[config.mk]
export PLATFORM = sky130hd
export DESIGN_NAME = tetris_column_cluster_placer_core
export DESIGN_NICKNAME = d
export VERILOG_FILES = /design/src/hdl/tccp_pkg.sv /design/src/hdl/tccp_ram.sv /design/src/hdl/tetris_column_cluster_placer_core.sv
export SDC_FILE = /design/constraint.sdc
export NUM_CORES = 2
export LEC_CHECK = 0
export BUFFER_PORTS_ARGS = -buffer_cell sky130_fd_sc_hd__buf_2
export CELL_PAD_IN_SITES_DETAIL_PLACEMENT = 0
export CELL_PAD_IN_SITES_GLOBAL_PLACEMENT = 1
export CORE_AREA = 2 2 357 500
export CTS_BUF_LIST = sky130_fd_sc_hd__clkbuf_4
export DETAILED_ROUTE_END_ITERATION = 10
export DIE_AREA = 0 0 359 502
export HOLD_SLACK_MARGIN = 0.05
export PLACE_DENSITY_LB_ADDON = 0.1
export REMOVE_ABC_BUFFERS = 1
export SETUP_SLACK_MARGIN = 0.3
export SLEW_MARGIN = 20
export SYNTH_ARGS = -nofsm -noshare
export SYNTH_HDL_FRONTEND = slang
export SYNTH_SLANG_ARGS = --single-unit
export TNS_END_PERCENT = 5
[constraint.sdc]
create_clock -name clk -period 21.5 [get_ports clk]
set_input_delay 2.15 -clock clk [delete_from_list [all_inputs] [get_ports clk]]
set_output_delay 2.15 -clock clk [all_outputs]
set_load 0.02 [all_outputs]
[src/hdl/tccp_pkg.sv]
// ----------------------------------------------------------------------------
// tccp_pkg
// Field widths and register indexes shared by the column placer files.
// ----------------------------------------------------------------------------
package tccp_pkg;

  localparam int COORD_W   = 20;
  localparam int CONTOUR_W = 21;
  localparam int HEIGHT_W  = 16;
  localparam int SHIFT_W   = 21;
  localparam int COL_W     = 6;
  localparam int COUNT_W   = 7;
  localparam int CFG_IDX_W = 3;

  localparam logic [CFG_IDX_W-1:0] REG_REGION_LEFT   = 3'd0;
  localparam logic [CFG_IDX_W-1:0] REG_REGION_BOTTOM = 3'd1;
  localparam logic [CFG_IDX_W-1:0] REG_REGION_TOP    = 3'd2;
  localparam logic [CFG_IDX_W-1:0] REG_COLUMN_PITCH  = 3'd3;
  localparam logic [CFG_IDX_W-1:0] REG_COLUMN_COUNT  = 3'd4;

  localparam logic [COORD_W-1:0]   COORD_MAX   = {COORD_W{1'b1}};
  localparam logic [CONTOUR_W-1:0] CONTOUR_MAX = {CONTOUR_W{1'b1}};

endpackage

[src/hdl/tccp_ram.sv]
// ----------------------------------------------------------------------------
// tccp_ram
// Generic single write port, single read port RAM with registered read data.
// ----------------------------------------------------------------------------
module tccp_ram #(
  parameter int WIDTH = 8,
  parameter int DEPTH = 16
) (
  input  logic                                   clk,
  input  logic                                   we,
  input  logic [(DEPTH > 1 ? $clog2(DEPTH) : 1)-1:0] waddr,
  input  logic [WIDTH-1:0]                       wdata,
  input  logic [(DEPTH > 1 ? $clog2(DEPTH) : 1)-1:0] raddr,
  output logic [WIDTH-1:0]                       rdata
);

  logic [WIDTH-1:0] mem [DEPTH];

  always_ff @(posedge clk) begin
    if (we) begin
      mem[waddr] <= wdata;
    end
    rdata <= mem[raddr];
  end

endmodule

[src/hdl/tetris_column_cluster_placer_core.sv]
// ----------------------------------------------------------------------------
// tetris_column_cluster_placer_core
// Tetris style column placer: scores every column by Manhattan distance,
// places the cluster on the cheapest column that fits and grows its contour.
// ----------------------------------------------------------------------------
//  channel | ports                                   | direction
//  --------+-----------------------------------------+----------
//  in      | in_valid/in_ready, cluster fields       | sink
//  out     | out_valid/out_ready, placement fields   | source
//  cfg     | cfg_valid/cfg_ready, cfg_index/cfg_data | sink
//
//  an item is accepted in idle, then a single cost unit walks the contour ram
//  column by column in scan, with column_count clamped to 1..MAX_COLUMNS, and
//  the drain, fetch and write (result) states follow; the write registers the
//  result into the output register, which then shows it as valid
//  reset and first_of_pass clear the per-column valid bits at once, no sweep
//  in_ready is high only while idle; the write cycle waits while the output
//  register still holds an untaken result, and a new item may be accepted
//  while the last result waits
//  cfg_ready is always high
// ----------------------------------------------------------------------------
module tetris_column_cluster_placer_core #(
  parameter int MAX_COLUMNS = 64
) (
  input  logic                             clk,
  input  logic                             rst_n,

  input  logic                             in_valid,
  output logic                             in_ready,
  input  logic                             in_first_of_pass,
  input  logic [tccp_pkg::COORD_W-1:0]     in_cluster_x,
  input  logic [tccp_pkg::COORD_W-1:0]     in_cluster_y,
  input  logic [tccp_pkg::HEIGHT_W-1:0]    in_cluster_height,

  output logic                             out_valid,
  input  logic                             out_ready,
  output logic [tccp_pkg::COL_W-1:0]       out_chosen_column,
  output logic [tccp_pkg::COORD_W-1:0]     out_placed_x,
  output logic [tccp_pkg::COORD_W-1:0]     out_placed_y,
  output logic signed [tccp_pkg::SHIFT_W-1:0] out_shift_x,
  output logic signed [tccp_pkg::SHIFT_W-1:0] out_shift_y,
  output logic                             out_overflow,

  input  logic                             cfg_valid,
  output logic                             cfg_ready,
  input  logic [tccp_pkg::CFG_IDX_W-1:0]   cfg_index,
  input  logic [tccp_pkg::COORD_W-1:0]     cfg_data
);

  import tccp_pkg::*;

  localparam int IDX_W  = (MAX_COLUMNS > 1) ? $clog2(MAX_COLUMNS) : 1;
  localparam int EDGE_W = COORD_W + IDX_W + 1;
  localparam int COST_W = EDGE_W + 1;

  typedef enum logic [4:0] {
    S_IDLE   = 5'b00001,
    S_SCAN   = 5'b00010,
    S_DRAIN  = 5'b00100,
    S_FETCH  = 5'b01000,
    S_RESULT = 5'b10000
  } state_t;

  state_t state_r, state_nxt;

  // configuration
  logic [COORD_W-1:0] region_left_r, region_bottom_r, region_top_r, column_pitch_r;
  logic [COUNT_W-1:0] column_count_r;

  // item and scan registers
  logic [COORD_W-1:0]   cx_r, cy_r;
  logic [HEIGHT_W-1:0]  h_r;
  logic [COORD_W-1:0]   base_r;
  logic [MAX_COLUMNS-1:0] valid_r;
  logic [IDX_W-1:0]     last_r, idx_r, idx_d_r, best_r;
  logic [EDGE_W-1:0]    edge_r, edge_d_r, best_edge_r;
  logic [COST_W-1:0]    min_cost_r;
  logic                 found_r, pend_r, valid_d_r;

  // output registers
  logic                 out_valid_r;
  logic [COL_W-1:0]     out_col_r;
  logic [COORD_W-1:0]   out_px_r, out_py_r;
  logic [SHIFT_W-1:0]   out_sx_r, out_sy_r;
  logic                 out_ovf_r;

  // ram
  logic                 mem_we;
  logic [IDX_W-1:0]     mem_raddr;
  logic [CONTOUR_W-1:0] mem_rdata, mem_wdata;

  logic                 in_acc;
  logic [COUNT_W-1:0]   count_m1;
  logic [IDX_W-1:0]     last_eff;
  logic [CONTOUR_W-1:0] cont;
  logic [CONTOUR_W:0]   cont_top;
  logic                 fits;
  logic [EDGE_W-1:0]    cx_ext, dx;
  logic [CONTOUR_W-1:0] cy_ext, dy;
  logic [COST_W-1:0]    cost;
  logic                 take;
  logic                 out_free;
  logic [CONTOUR_W:0]   grown;
  logic [COORD_W-1:0]   px, py;

  assign in_ready  = (state_r == S_IDLE);
  assign in_acc    = in_valid && in_ready;
  assign cfg_ready = 1'b1;
  assign out_free  = !out_valid_r || out_ready;

  assign count_m1 = column_count_r - COUNT_W'(1);
  always_comb begin
    if (column_count_r == '0) begin
      last_eff = '0;
    end else if (int'(count_m1) >= MAX_COLUMNS) begin
      last_eff = IDX_W'(MAX_COLUMNS - 1);
    end else begin
      last_eff = IDX_W'(count_m1);
    end
  end

  // shared cost unit
  assign cont     = valid_d_r ? mem_rdata : CONTOUR_W'(base_r);
  assign cont_top = {1'b0, cont} + (CONTOUR_W + 1)'(h_r);
  assign fits     = cont_top <= (CONTOUR_W + 1)'(region_top_r);
  assign cx_ext   = EDGE_W'(cx_r);
  assign dx       = (cx_ext > edge_d_r) ? cx_ext - edge_d_r : edge_d_r - cx_ext;
  assign cy_ext   = CONTOUR_W'(cy_r);
  assign dy       = (cy_ext > cont) ? cy_ext - cont : cont - cy_ext;
  assign cost     = COST_W'(dx) + COST_W'(dy);
  assign take     = pend_r && fits && (!found_r || cost < min_cost_r);

  // result path
  assign grown     = {1'b0, cont} + (CONTOUR_W + 1)'(h_r);
  assign mem_wdata = grown[CONTOUR_W] ? CONTOUR_MAX : grown[CONTOUR_W-1:0];
  assign px        = (best_edge_r > EDGE_W'(COORD_MAX)) ? COORD_MAX
                                                         : best_edge_r[COORD_W-1:0];
  assign py        = cont[CONTOUR_W-1] ? COORD_MAX : cont[COORD_W-1:0];
  assign mem_we    = (state_r == S_RESULT) && out_free;
  assign mem_raddr = (state_r == S_SCAN) ? idx_r : best_r;

  tccp_ram #(
    .WIDTH (CONTOUR_W),
    .DEPTH (MAX_COLUMNS)
  ) u_contour_ram (
    .clk   (clk),
    .we    (mem_we),
    .waddr (best_r),
    .wdata (mem_wdata),
    .raddr (mem_raddr),
    .rdata (mem_rdata)
  );

  always_comb begin
    state_nxt = state_r;
    case (state_r)
      S_IDLE:   if (in_acc) state_nxt = S_SCAN;
      S_SCAN:   if (idx_r == last_r) state_nxt = S_DRAIN;
      S_DRAIN:  state_nxt = S_FETCH;
      S_FETCH:  state_nxt = S_RESULT;
      S_RESULT: if (out_free) state_nxt = S_IDLE;
      default:  state_nxt = S_IDLE;
    endcase
  end

  // control state
  always_ff @(posedge clk) begin
    if (!rst_n) begin
      state_r         <= S_IDLE;
      region_left_r   <= '0;
      region_bottom_r <= '0;
      region_top_r    <= COORD_MAX;
      column_pitch_r  <= COORD_W'(1);
      column_count_r  <= COUNT_W'(1);
      base_r          <= '0;
      valid_r         <= '0;
      pend_r          <= 1'b0;
      found_r         <= 1'b0;
      out_valid_r     <= 1'b0;
    end else begin
      state_r <= state_nxt;
      if (cfg_valid && cfg_ready) begin
        case (cfg_index)
          REG_REGION_LEFT:   region_left_r   <= cfg_data;
          REG_REGION_BOTTOM: region_bottom_r <= cfg_data;
          REG_REGION_TOP:    region_top_r    <= cfg_data;
          REG_COLUMN_PITCH:  column_pitch_r  <= cfg_data;
          REG_COLUMN_COUNT:  column_count_r  <= cfg_data[COUNT_W-1:0];
          default: ;
        endcase
      end
      if (in_acc && in_first_of_pass) begin
        valid_r <= '0;
        base_r  <= region_bottom_r;
      end
      if (mem_we) begin
        valid_r[best_r] <= 1'b1;
      end
      pend_r <= (state_r == S_SCAN);
      if (in_acc) begin
        found_r <= 1'b0;
      end else if (take) begin
        found_r <= 1'b1;
      end
      if (mem_we) begin
        out_valid_r <= 1'b1;
      end else if (out_ready) begin
        out_valid_r <= 1'b0;
      end
    end
  end

  // datapath
  always_ff @(posedge clk) begin
    valid_d_r <= valid_r[mem_raddr];
    idx_d_r   <= idx_r;
    edge_d_r  <= edge_r;
    if (in_acc) begin
      cx_r        <= in_cluster_x;
      cy_r        <= in_cluster_y;
      h_r         <= in_cluster_height;
      last_r      <= last_eff;
      idx_r       <= '0;
      edge_r      <= EDGE_W'(region_left_r);
      best_r      <= '0;
      best_edge_r <= EDGE_W'(region_left_r);
      min_cost_r  <= '0;
    end else begin
      if (state_r == S_SCAN) begin
        idx_r  <= idx_r + IDX_W'(1);
        edge_r <= edge_r + EDGE_W'(column_pitch_r);
      end
      if (take) begin
        best_r      <= idx_d_r;
        best_edge_r <= edge_d_r;
        min_cost_r  <= cost;
      end
    end
    if (mem_we) begin
      out_col_r <= COL_W'(best_r);
      out_px_r  <= px;
      out_py_r  <= py;
      out_sx_r  <= {1'b0, px} - {1'b0, cx_r};
      out_sy_r  <= {1'b0, py} - {1'b0, cy_r};
      out_ovf_r <= !found_r;
    end
  end

  assign out_valid         = out_valid_r;
  assign out_chosen_column = out_col_r;
  assign out_placed_x      = out_px_r;
  assign out_placed_y      = out_py_r;
  assign out_shift_x       = out_sx_r;
  assign out_shift_y       = out_sy_r;
  assign out_overflow      = out_ovf_r;

  // checks
  a_accept_starts_scan: assert property (@(posedge clk) disable iff (!rst_n)
    in_acc |=> state_r == S_SCAN)
    else $error("item accepted without starting a scan");

  a_scan_in_range: assert property (@(posedge clk) disable iff (!rst_n)
    state_r == S_SCAN |-> idx_r <= last_r)
    else $error("scan index beyond last column");

  a_best_in_range: assert property (@(posedge clk) disable iff (!rst_n)
    (state_r == S_RESULT) && found_r |-> best_r <= last_r)
    else $error("chosen column beyond last column");

  a_write_needs_slot: assert property (@(posedge clk) disable iff (!rst_n)
    mem_we |-> !out_valid_r || out_ready)
    else $error("result written while output slot busy");

endmodule

# Word-level counts from Yosys, hierarchy flattened
# Memory sizes are Yosys's and may differ from the RTL's. A register that Yosys moved wholly into a read port is not among the register bits.
# Cells that the tools add are included.
[word_totals] ram_bits=1344 input_bits=85 mem_count=1 reg_bits=458 word_cells=116
[mem_list] name="u_contour_ram.mem" depth=64 word_bits=21 read_ports=1 rd_ports_with_merged_regs=1 wr=1 line="tccp_ram.sv:17" rtl="logic [WIDTH-1:0] mem [DEPTH];"
[classes] addsub=11 bitwise=2 n_mux=27 n_lt_le_gt_ge=9 reduce_logical=22 eq_ne=13
[op_table] operator="$mux W64" count=3
[op_table] operator="$mux W20" count=6
[op_table] operator="$or A64 B64 Y64" count=1
[op_table] operator="$mux W21" count=3
[op_table] operator="$sub A20 B20 Y21" count=2
[op_table] operator="$add A27 B21 Y28" count=1
[op_table] operator="$lt A28 B28 Y1" count=1
[op_table] operator="$add A27 B20 Y27" count=1
[op_table] operator="$gt A20 B27 Y1" count=1
[op_table] operator="$gt A27 B20 Y1 const B" count=1
[op_table] operator="$mux W27" count=1
[op_table] operator="$sub A20 B27 Y27" count=1
[op_table] operator="$sub A27 B20 Y27" count=1
[op_table] operator="$pmux W5 S5" count=1
[op_table] operator="$add A21 B16 Y22" count=1
[op_table] operator="$le A22 B20 Y1" count=1
[op_table] operator="$gt A20 B21 Y1" count=1
[op_table] operator="$sub A20 B21 Y21" count=1
[op_table] operator="$sub A21 B20 Y21" count=1
[op_table] operator="$mux W5" count=3
[op_table] operator="$lt A6 B7 Y1 const B" count=2
[op_table] operator="$mux W6" count=2
[op_table] operator="$reduce_and A2 Y1" count=5
[op_table] operator="$ge A7 B7 Y1 const B" count=1
[op_table] operator="26 further kinds" count=42

# Logic depth before layout (Yosys ltp)
[depth] ltp_word=9 depth_mapped=38 ltp_nobuf=32

# Modules after synthesis
# A second synthesis with hierarchy kept.
[hier_totals] hier_cells=5117 hier_area_um2=78868.1
[modules_own_cells] mod="tccp_ram" n_inst=1 cells_per_inst=2190 seq_area_each_um2=40779.1 area_per_inst_um2=51717.1
[modules_own_cells] mod="tetris_column_cluster_placer_core" n_inst=1 cells_per_inst=2927 seq_area_each_um2=11080.6 area_per_inst_um2=27151.0

# Worst setup path after synthesis
# OpenSTA, ideal clock, no wires.
[synth_path] path_type="reg2reg" from="register valid_d_r" to="register best_edge_r[0] (enable)" path_slack_ns=11.838 required_time_ns=21.075 stages_incl_launch_ff=36 period_less_slack_ns=9.662 t_arrival_ns=9.237 n_path_buf=7 cell_sequence="dfxtp_1 -> clkbuf_1 -> buf_1 -> clkbuf_1 -> mux2i_1 -> inv_1 -> ha_1 -> or4_1 -> o21ai_0 -> a21oi_1 -> a311o_1 -> o311a_1 -> o21a_1 -> clkbuf_1 -> clkbuf_1 -> mux2i_1 -> xnor2_1 -> ha_1 -> o211ai_1 -> o211ai_1 -> a221oi_1 -> a21oi_1 -> a211oi_1 -> o21ai_0 -> a211o_1 -> nand3_1 -> xnor2_1 -> ha_1 -> a21o_1 -> a21o_1 -> a21oi_1 -> o21ai_0 -> o21a_1 -> clkbuf_1 -> clkbuf_1 -> o21ai_0"
[synth_via] elab_chain_cells=8
[synth_rtl] item="from (decl)" line="tetris_column_cluster_placer_core.sv:78" rtl="logic found_r, pend_r, valid_d_r;"
[synth_rtl] item="from (signal assigned)" line="tetris_column_cluster_placer_core.sv:215" rtl="valid_d_r <= valid_r[mem_raddr];"
[synth_rtl] item="$mux W21 (*)" line="tetris_column_cluster_placer_core.sv:123" rtl="assign cont = valid_d_r ? mem_rdata : CONTOUR_W'(base_r);"
[synth_rtl] item="$sub A21 B20 Y21 (tied with other cells)" line="tetris_column_cluster_placer_core.sv:129" rtl="assign dy = (cy_ext > cont) ? cy_ext - cont : cont - cy_ext;"
[synth_rtl] item="$mux W21 (*)" line="tetris_column_cluster_placer_core.sv:129"
[synth_rtl] item="$add A27 B21 Y28 (*)" line="tetris_column_cluster_placer_core.sv:130" rtl="assign cost = COST_W'(dx) + COST_W'(dy);"
[synth_rtl] item="via cost[25]" line="tetris_column_cluster_placer_core.sv:100" rtl="logic [COST_W-1:0] cost;"
[synth_rtl] item="$lt A28 B28 Y1 (*)" line="tetris_column_cluster_placer_core.sv:131" rtl="assign take = pend_r && fits && (!found_r || cost < min_cost_r);"
[synth_rtl] item="$logic_or A1 B1 Y1 (*)" line="tetris_column_cluster_placer_core.sv:131"
[synth_rtl] item="$logic_and A1 B1 Y1 (*)" line="tetris_column_cluster_placer_core.sv:131"
[synth_rtl] item="$reduce_bool A2 Y1 (no line) (*)"
[synth_rtl] item="to (signal assigned)" line="tetris_column_cluster_placer_core.sv:226" rtl="best_edge_r <= EDGE_W'(region_left_r);"
[synth_rtl] item="to (signal assigned)" line="tetris_column_cluster_placer_core.sv:235" rtl="best_edge_r <= edge_d_r;"
[synth_rtl] item="to (decl)" line="tetris_column_cluster_placer_core.sv:76" rtl="logic [EDGE_W-1:0] edge_r, edge_d_r, best_edge_r;"
# Mark *: on every way through the listed nets, which the timed path passes. The rest lies on a longest branch.
# A chain may end at the register's enable or synchronous reset.

# Worst setup path after layout
[layout_path] from="register valid_d_r" to="register min_cost_r[26]"
[layout_via] elab_chain_cells=7
[layout_rtl] item="$mux W21 (*)" line="tetris_column_cluster_placer_core.sv:123"
[layout_rtl] item="$sub A21 B20 Y21 (tied with other cells)" line="tetris_column_cluster_placer_core.sv:129"
[layout_rtl] item="$mux W21 (*)" line="tetris_column_cluster_placer_core.sv:129"
[layout_rtl] item="$add A27 B21 Y28 (*)" line="tetris_column_cluster_placer_core.sv:130"
[layout_rtl] item="via cost[25]" line="tetris_column_cluster_placer_core.sv:100"
[layout_rtl] item="$lt A28 B28 Y1 (*)" line="tetris_column_cluster_placer_core.sv:131"
[layout_rtl] item="$logic_or A1 B1 Y1 (*)" line="tetris_column_cluster_placer_core.sv:131"
[layout_rtl] item="$logic_and A1 B1 Y1 (*)" line="tetris_column_cluster_placer_core.sv:131"
[layout_rtl] item="to (signal assigned)" line="tetris_column_cluster_placer_core.sv:236" rtl="min_cost_r <= cost;"
[layout_rtl] item="to (decl)" line="tetris_column_cluster_placer_core.sv:77" rtl="logic [COST_W-1:0] min_cost_r;"
# Marks and branches as above.

==> impl_summary.md <==
Synth
The primary flip-flop cell chosen by synthesis mapping is edfxtp_1. The number of unique standard cell types used by synthesis is 80. The share of the Yosys chip area taken by registers is 0.660. The number of enable-type register cells in the synthesized netlist is 1535. The fraction of registers with async set or reset after synthesis is 0. The cell area that synthesis handed to floorplanning was 78600 sq um. The synthesized design contains 1823 register bits.

The count of synthesis-stage warnings from yosys is 0. In the synthesized netlist, the number of instances is 5279. The synthesized area per cell is 14.9 sq um.

Clocking
The number of levels the H-tree was split into is 5. The TritonCTS buffer count is 454. Clock-pin slew was measured on the worst setup and hold paths at 0.08 ns. The later pin in the worst-skew pair is clocked with a latency of 1.41 ns.

The TritonCTS clock tree is done. The number of setup buffers added after CTS is 0. For this design, the CTS-stage hold fixing added 0 buffers. The tree built by TritonCTS fans out to 1823 sinks. The number of buffers between clock root and the deepest sink is 4. The quantity of gates resized following cts is 0. The clock root buffer is clkbuf_4.

Detailed routing
The number of nets with antenna violations after detailed routing is 0. The detailed router placed 47200 vias in this run. Dividing the detail-routed wire length by the instance count gives 27.0 microns. The violation count after the first detailed-routing iteration is 3339. Summed over all layers, the routed wires come to 226000 microns. In the routed layout, each cell is associated on average with a via count of 5.63. The detailed-router iteration count before antenna repair is 6. In the routed design, unresolved DRC markers number 0.

Placed design
The congestion estimate from routability-driven global placement came to 0.881. After legalization and detailed placement, the total HPWL measured 141000 microns. Timing analysis after detailed placement gives a worst setup slack of 11.21 ns. The count of buffers added on input and output ports is 175.

Global routing
The global-route wire length before repair is 327000 microns. The initial antenna violation count is 19. Entering global routing, the biggest net connects 124 pins. The overall fraction of global-route tracks in use is 0.250. The total congestion overflow after global routing is 0.

The number of global-route vias before repair is 48900.

Timing
Setup total negative slack on the finished layout was measured at 0 ns. The number of hold violations in the final report is 0. After layout, the minimum clock period comes to 10.15 ns. Across all setup checks in the final design, the least slack found is 11.35 ns.

The transition at the pin with the smallest max-transition slack is 1.17 ns. Setup violations remaining at the end of the flow were counted as 0. The headroom to the max-slew limit is 0.214. Based on the critical path, the design can be clocked at up to 98.5 MHz. The number of slew-limit violations in the final report came to 0. Setup repair after global routing left no endpoint under its margin. The clock skew is 0.102 ns. Of the available clock period, the critical path in the final layout requires 0.472.

Finish
Relative to the synthesized area, the layout overhead comes to 12.4%. The final layout contains 6045 nets. The proportion of layout cells with a drive suffix above 1 is 0.243. The sequential cells in the finished layout cover a total of 51900 sq um. Summing all multi-input logic gate instances after layout gives 25600 sq um. The number of fill cells in the layout is 15300.

Pwr
Power spread over the standard cell area amounts to 89.6 nW/um^2. Summed over all cells, the static leakage comes to 31.4 nW. Across the VDD grid, the largest voltage drop is 0.0611 mV.

The overall power after layout is 7.91 mW. The sequential share of power is 0.495. The cell-internal power is 5.77 mW. The portion of total power attributed to combinational logic is 0.142. For this design the total switching power over the nets is 2.14 mW.

Of the total power, the clock network draws 0.364. The switching share of total power is 0.271.

Critical path
The worst endpoint required time is 22.75 ns. Among the stages of the critical path, the cell type that occurs most often is a21o_1. The type of destination of the critical path is a register. STA classifies the critical path startpoint as a register. The largest individual stage delay along the critical path comes from the cell nor2_4.

The largest single stage delay on the critical path is 0.81 ns. Data arrives at the worst endpoint at 11.40 ns. Of all nets on the critical path, the largest fanout is 46. The critical path in this run is classified as reg2reg.

Floorplanning
The initialized floorplan defines 182 standard-cell rows. The initial utilization of the core area, before any placement, comes to 0.447. The I/O pin count is 177. The die covers 180000 sq um. The total area inside the core boundary comes to 176000 sq um. The die height is 502 microns. The overall die width is 359 microns.

Run status
The flow ran to the end, and the final reports show no timing, DRC or antenna violations.

Hold path
The path class of the tightest hold or removal check is reg2reg.

Flow run
Across the run, the number of max-cap violations was 0.
## synth_stat cells, drive strengths merged, types with 6 or more instances
master	number	area [sq um]
edfxtp	1535	46100
nand2	561	2110
mux4	352	7930
a21oi	288	1440
dfxtp	288	5770
ha	227	2840
clkbuf	197	741
inv	184	691
nor2	184	693
o21ai	178	891
a211oi	132	996
and2	103	644
nor2b	96	601
a21boi	92	691
xnor2	83	727
buf	73	352
a21o	72	541
xor2	63	552
a31oi	61	382
mux2i	47	470
a311oi	46	403
nor3	45	230
nand2b	42	263
o211ai	37	278
nand3	36	180
or2	28	175
o21a	26	195
nand4	25	156
and3	20	125
o21bai	18	135
or3	16	100
o31ai	10	75.1
fa	9	180
mux2	9	101
a2111oi	6	52.6
a211o	6	52.6
a221oi	6	52.6
and4	6	52.6
nand3b	6	45.0
o41ai	6	52.6
## cell families after synthesis
kind of cell             after synthesis  share of synthesized area
flip-flops                          1823                      0.660
AND/OR/NAND/NOR                     1192                     0.0708
AO/OA/AOI/OAI                       1019                     0.0833
buffers and inverters                454                     0.0227
multiplexers                         408                      0.108
adder cells (fa/ha/maj)              236                     0.0385
XOR/XNOR                             146                     0.0163
other                                  1                  0.0000477
## layout make-up
cell class,instances,area share
Sequential cell,1823,0.587
Clock buffer,690,0.0587
Inverter,184,0.00788
Antenna cell,12,0.000340
Clock inverter,108,0.00577
Timing Repair Buffer,259,0.0179
Multi-Input combinational cell,3002,0.290
Tap cell,2300,0.0326
## worst max-delay path, delay by kind of cell (launching register included)
family	cells	cell delay [ns]
AOI/OAI and AO/OA	17	5.20
and+or+nand+nor	5	1.47
adders and majority gates	3	0.92
buffers and inverters	3	0.89
muxes	2	0.86
xor gates and xnor gates	2	0.35
DFF	1	0.31
## per-layer routing
layer	part of all wire	track usage	routed length (microns)
met2	0.52	0.445	117000
met5	0.00012	0	26
met3	0.050	0.0438	11300
met1	0.38	0.288	85500
met4	0.053	0.130	12000
## flip-flops by register name (all words and copies together), names as in the netlist, 21 cells and up
signal,cells
u_contour_ram.mem,1344
edge_r,27
valid_r,64
min_cost_r,28
out_shift_x,21
u_contour_ram.rdata,21
out_shift_y,21
best_edge_r,27
edge_d_r,27
## placed cells by master (no fill, tap or decap), types with 131 or more instances in the layout
cell type	count
a211oi_1	131
clkbuf_4	690
nand2_1	558
buf_2	174
mux4_2	352
dfxtp_1	288
inv_1	182
o21ai_0	173
a21oi_1	288
ha_1	227
edfxtp_1	1535
## power by group through the flow
stage | Clock (mW) | Sequential [mW] | Combinational [mW]
floorplan | 0 | 3.98 | 0.747
global placement | 0 | 3.99 | 1.14
detailed placement | 0 | 3.99 | 1.13
CTS | 2.96 | 3.91 | 1.14
global route | 3.14 | 3.92 | 1.23
finish | 2.88 | 3.92 | 1.12
## worst paths after layout
check	slack, ns	startpoint	depth (start not counted)	end
hold / removal	0.37	edge_r[20]	0	edge_d_r[20]
setup reg to reg	11.35	valid_d_r	32	min_cost_r[26]
setup / recovery	11.35	valid_d_r	32	min_cost_r[26]
hold reg to reg	0.37	edge_r[20]	0	edge_d_r[20]
## metrics by stage
step	instances	area [sq um]	hold WS, ns	util
2_1_floorplan	5009	77500	0.350	-
3_3_place_gp	7568	82600	0.357	0.470
3_5_place_dp	7568	82600	0.360	0.470
4_1_cts	8366	88300	0.366	0.503
5_1_grt	8370	88300	0.386	0.503
6_report	8378	88300	0.369	0.503
Power figures use the tool's default switching activity.
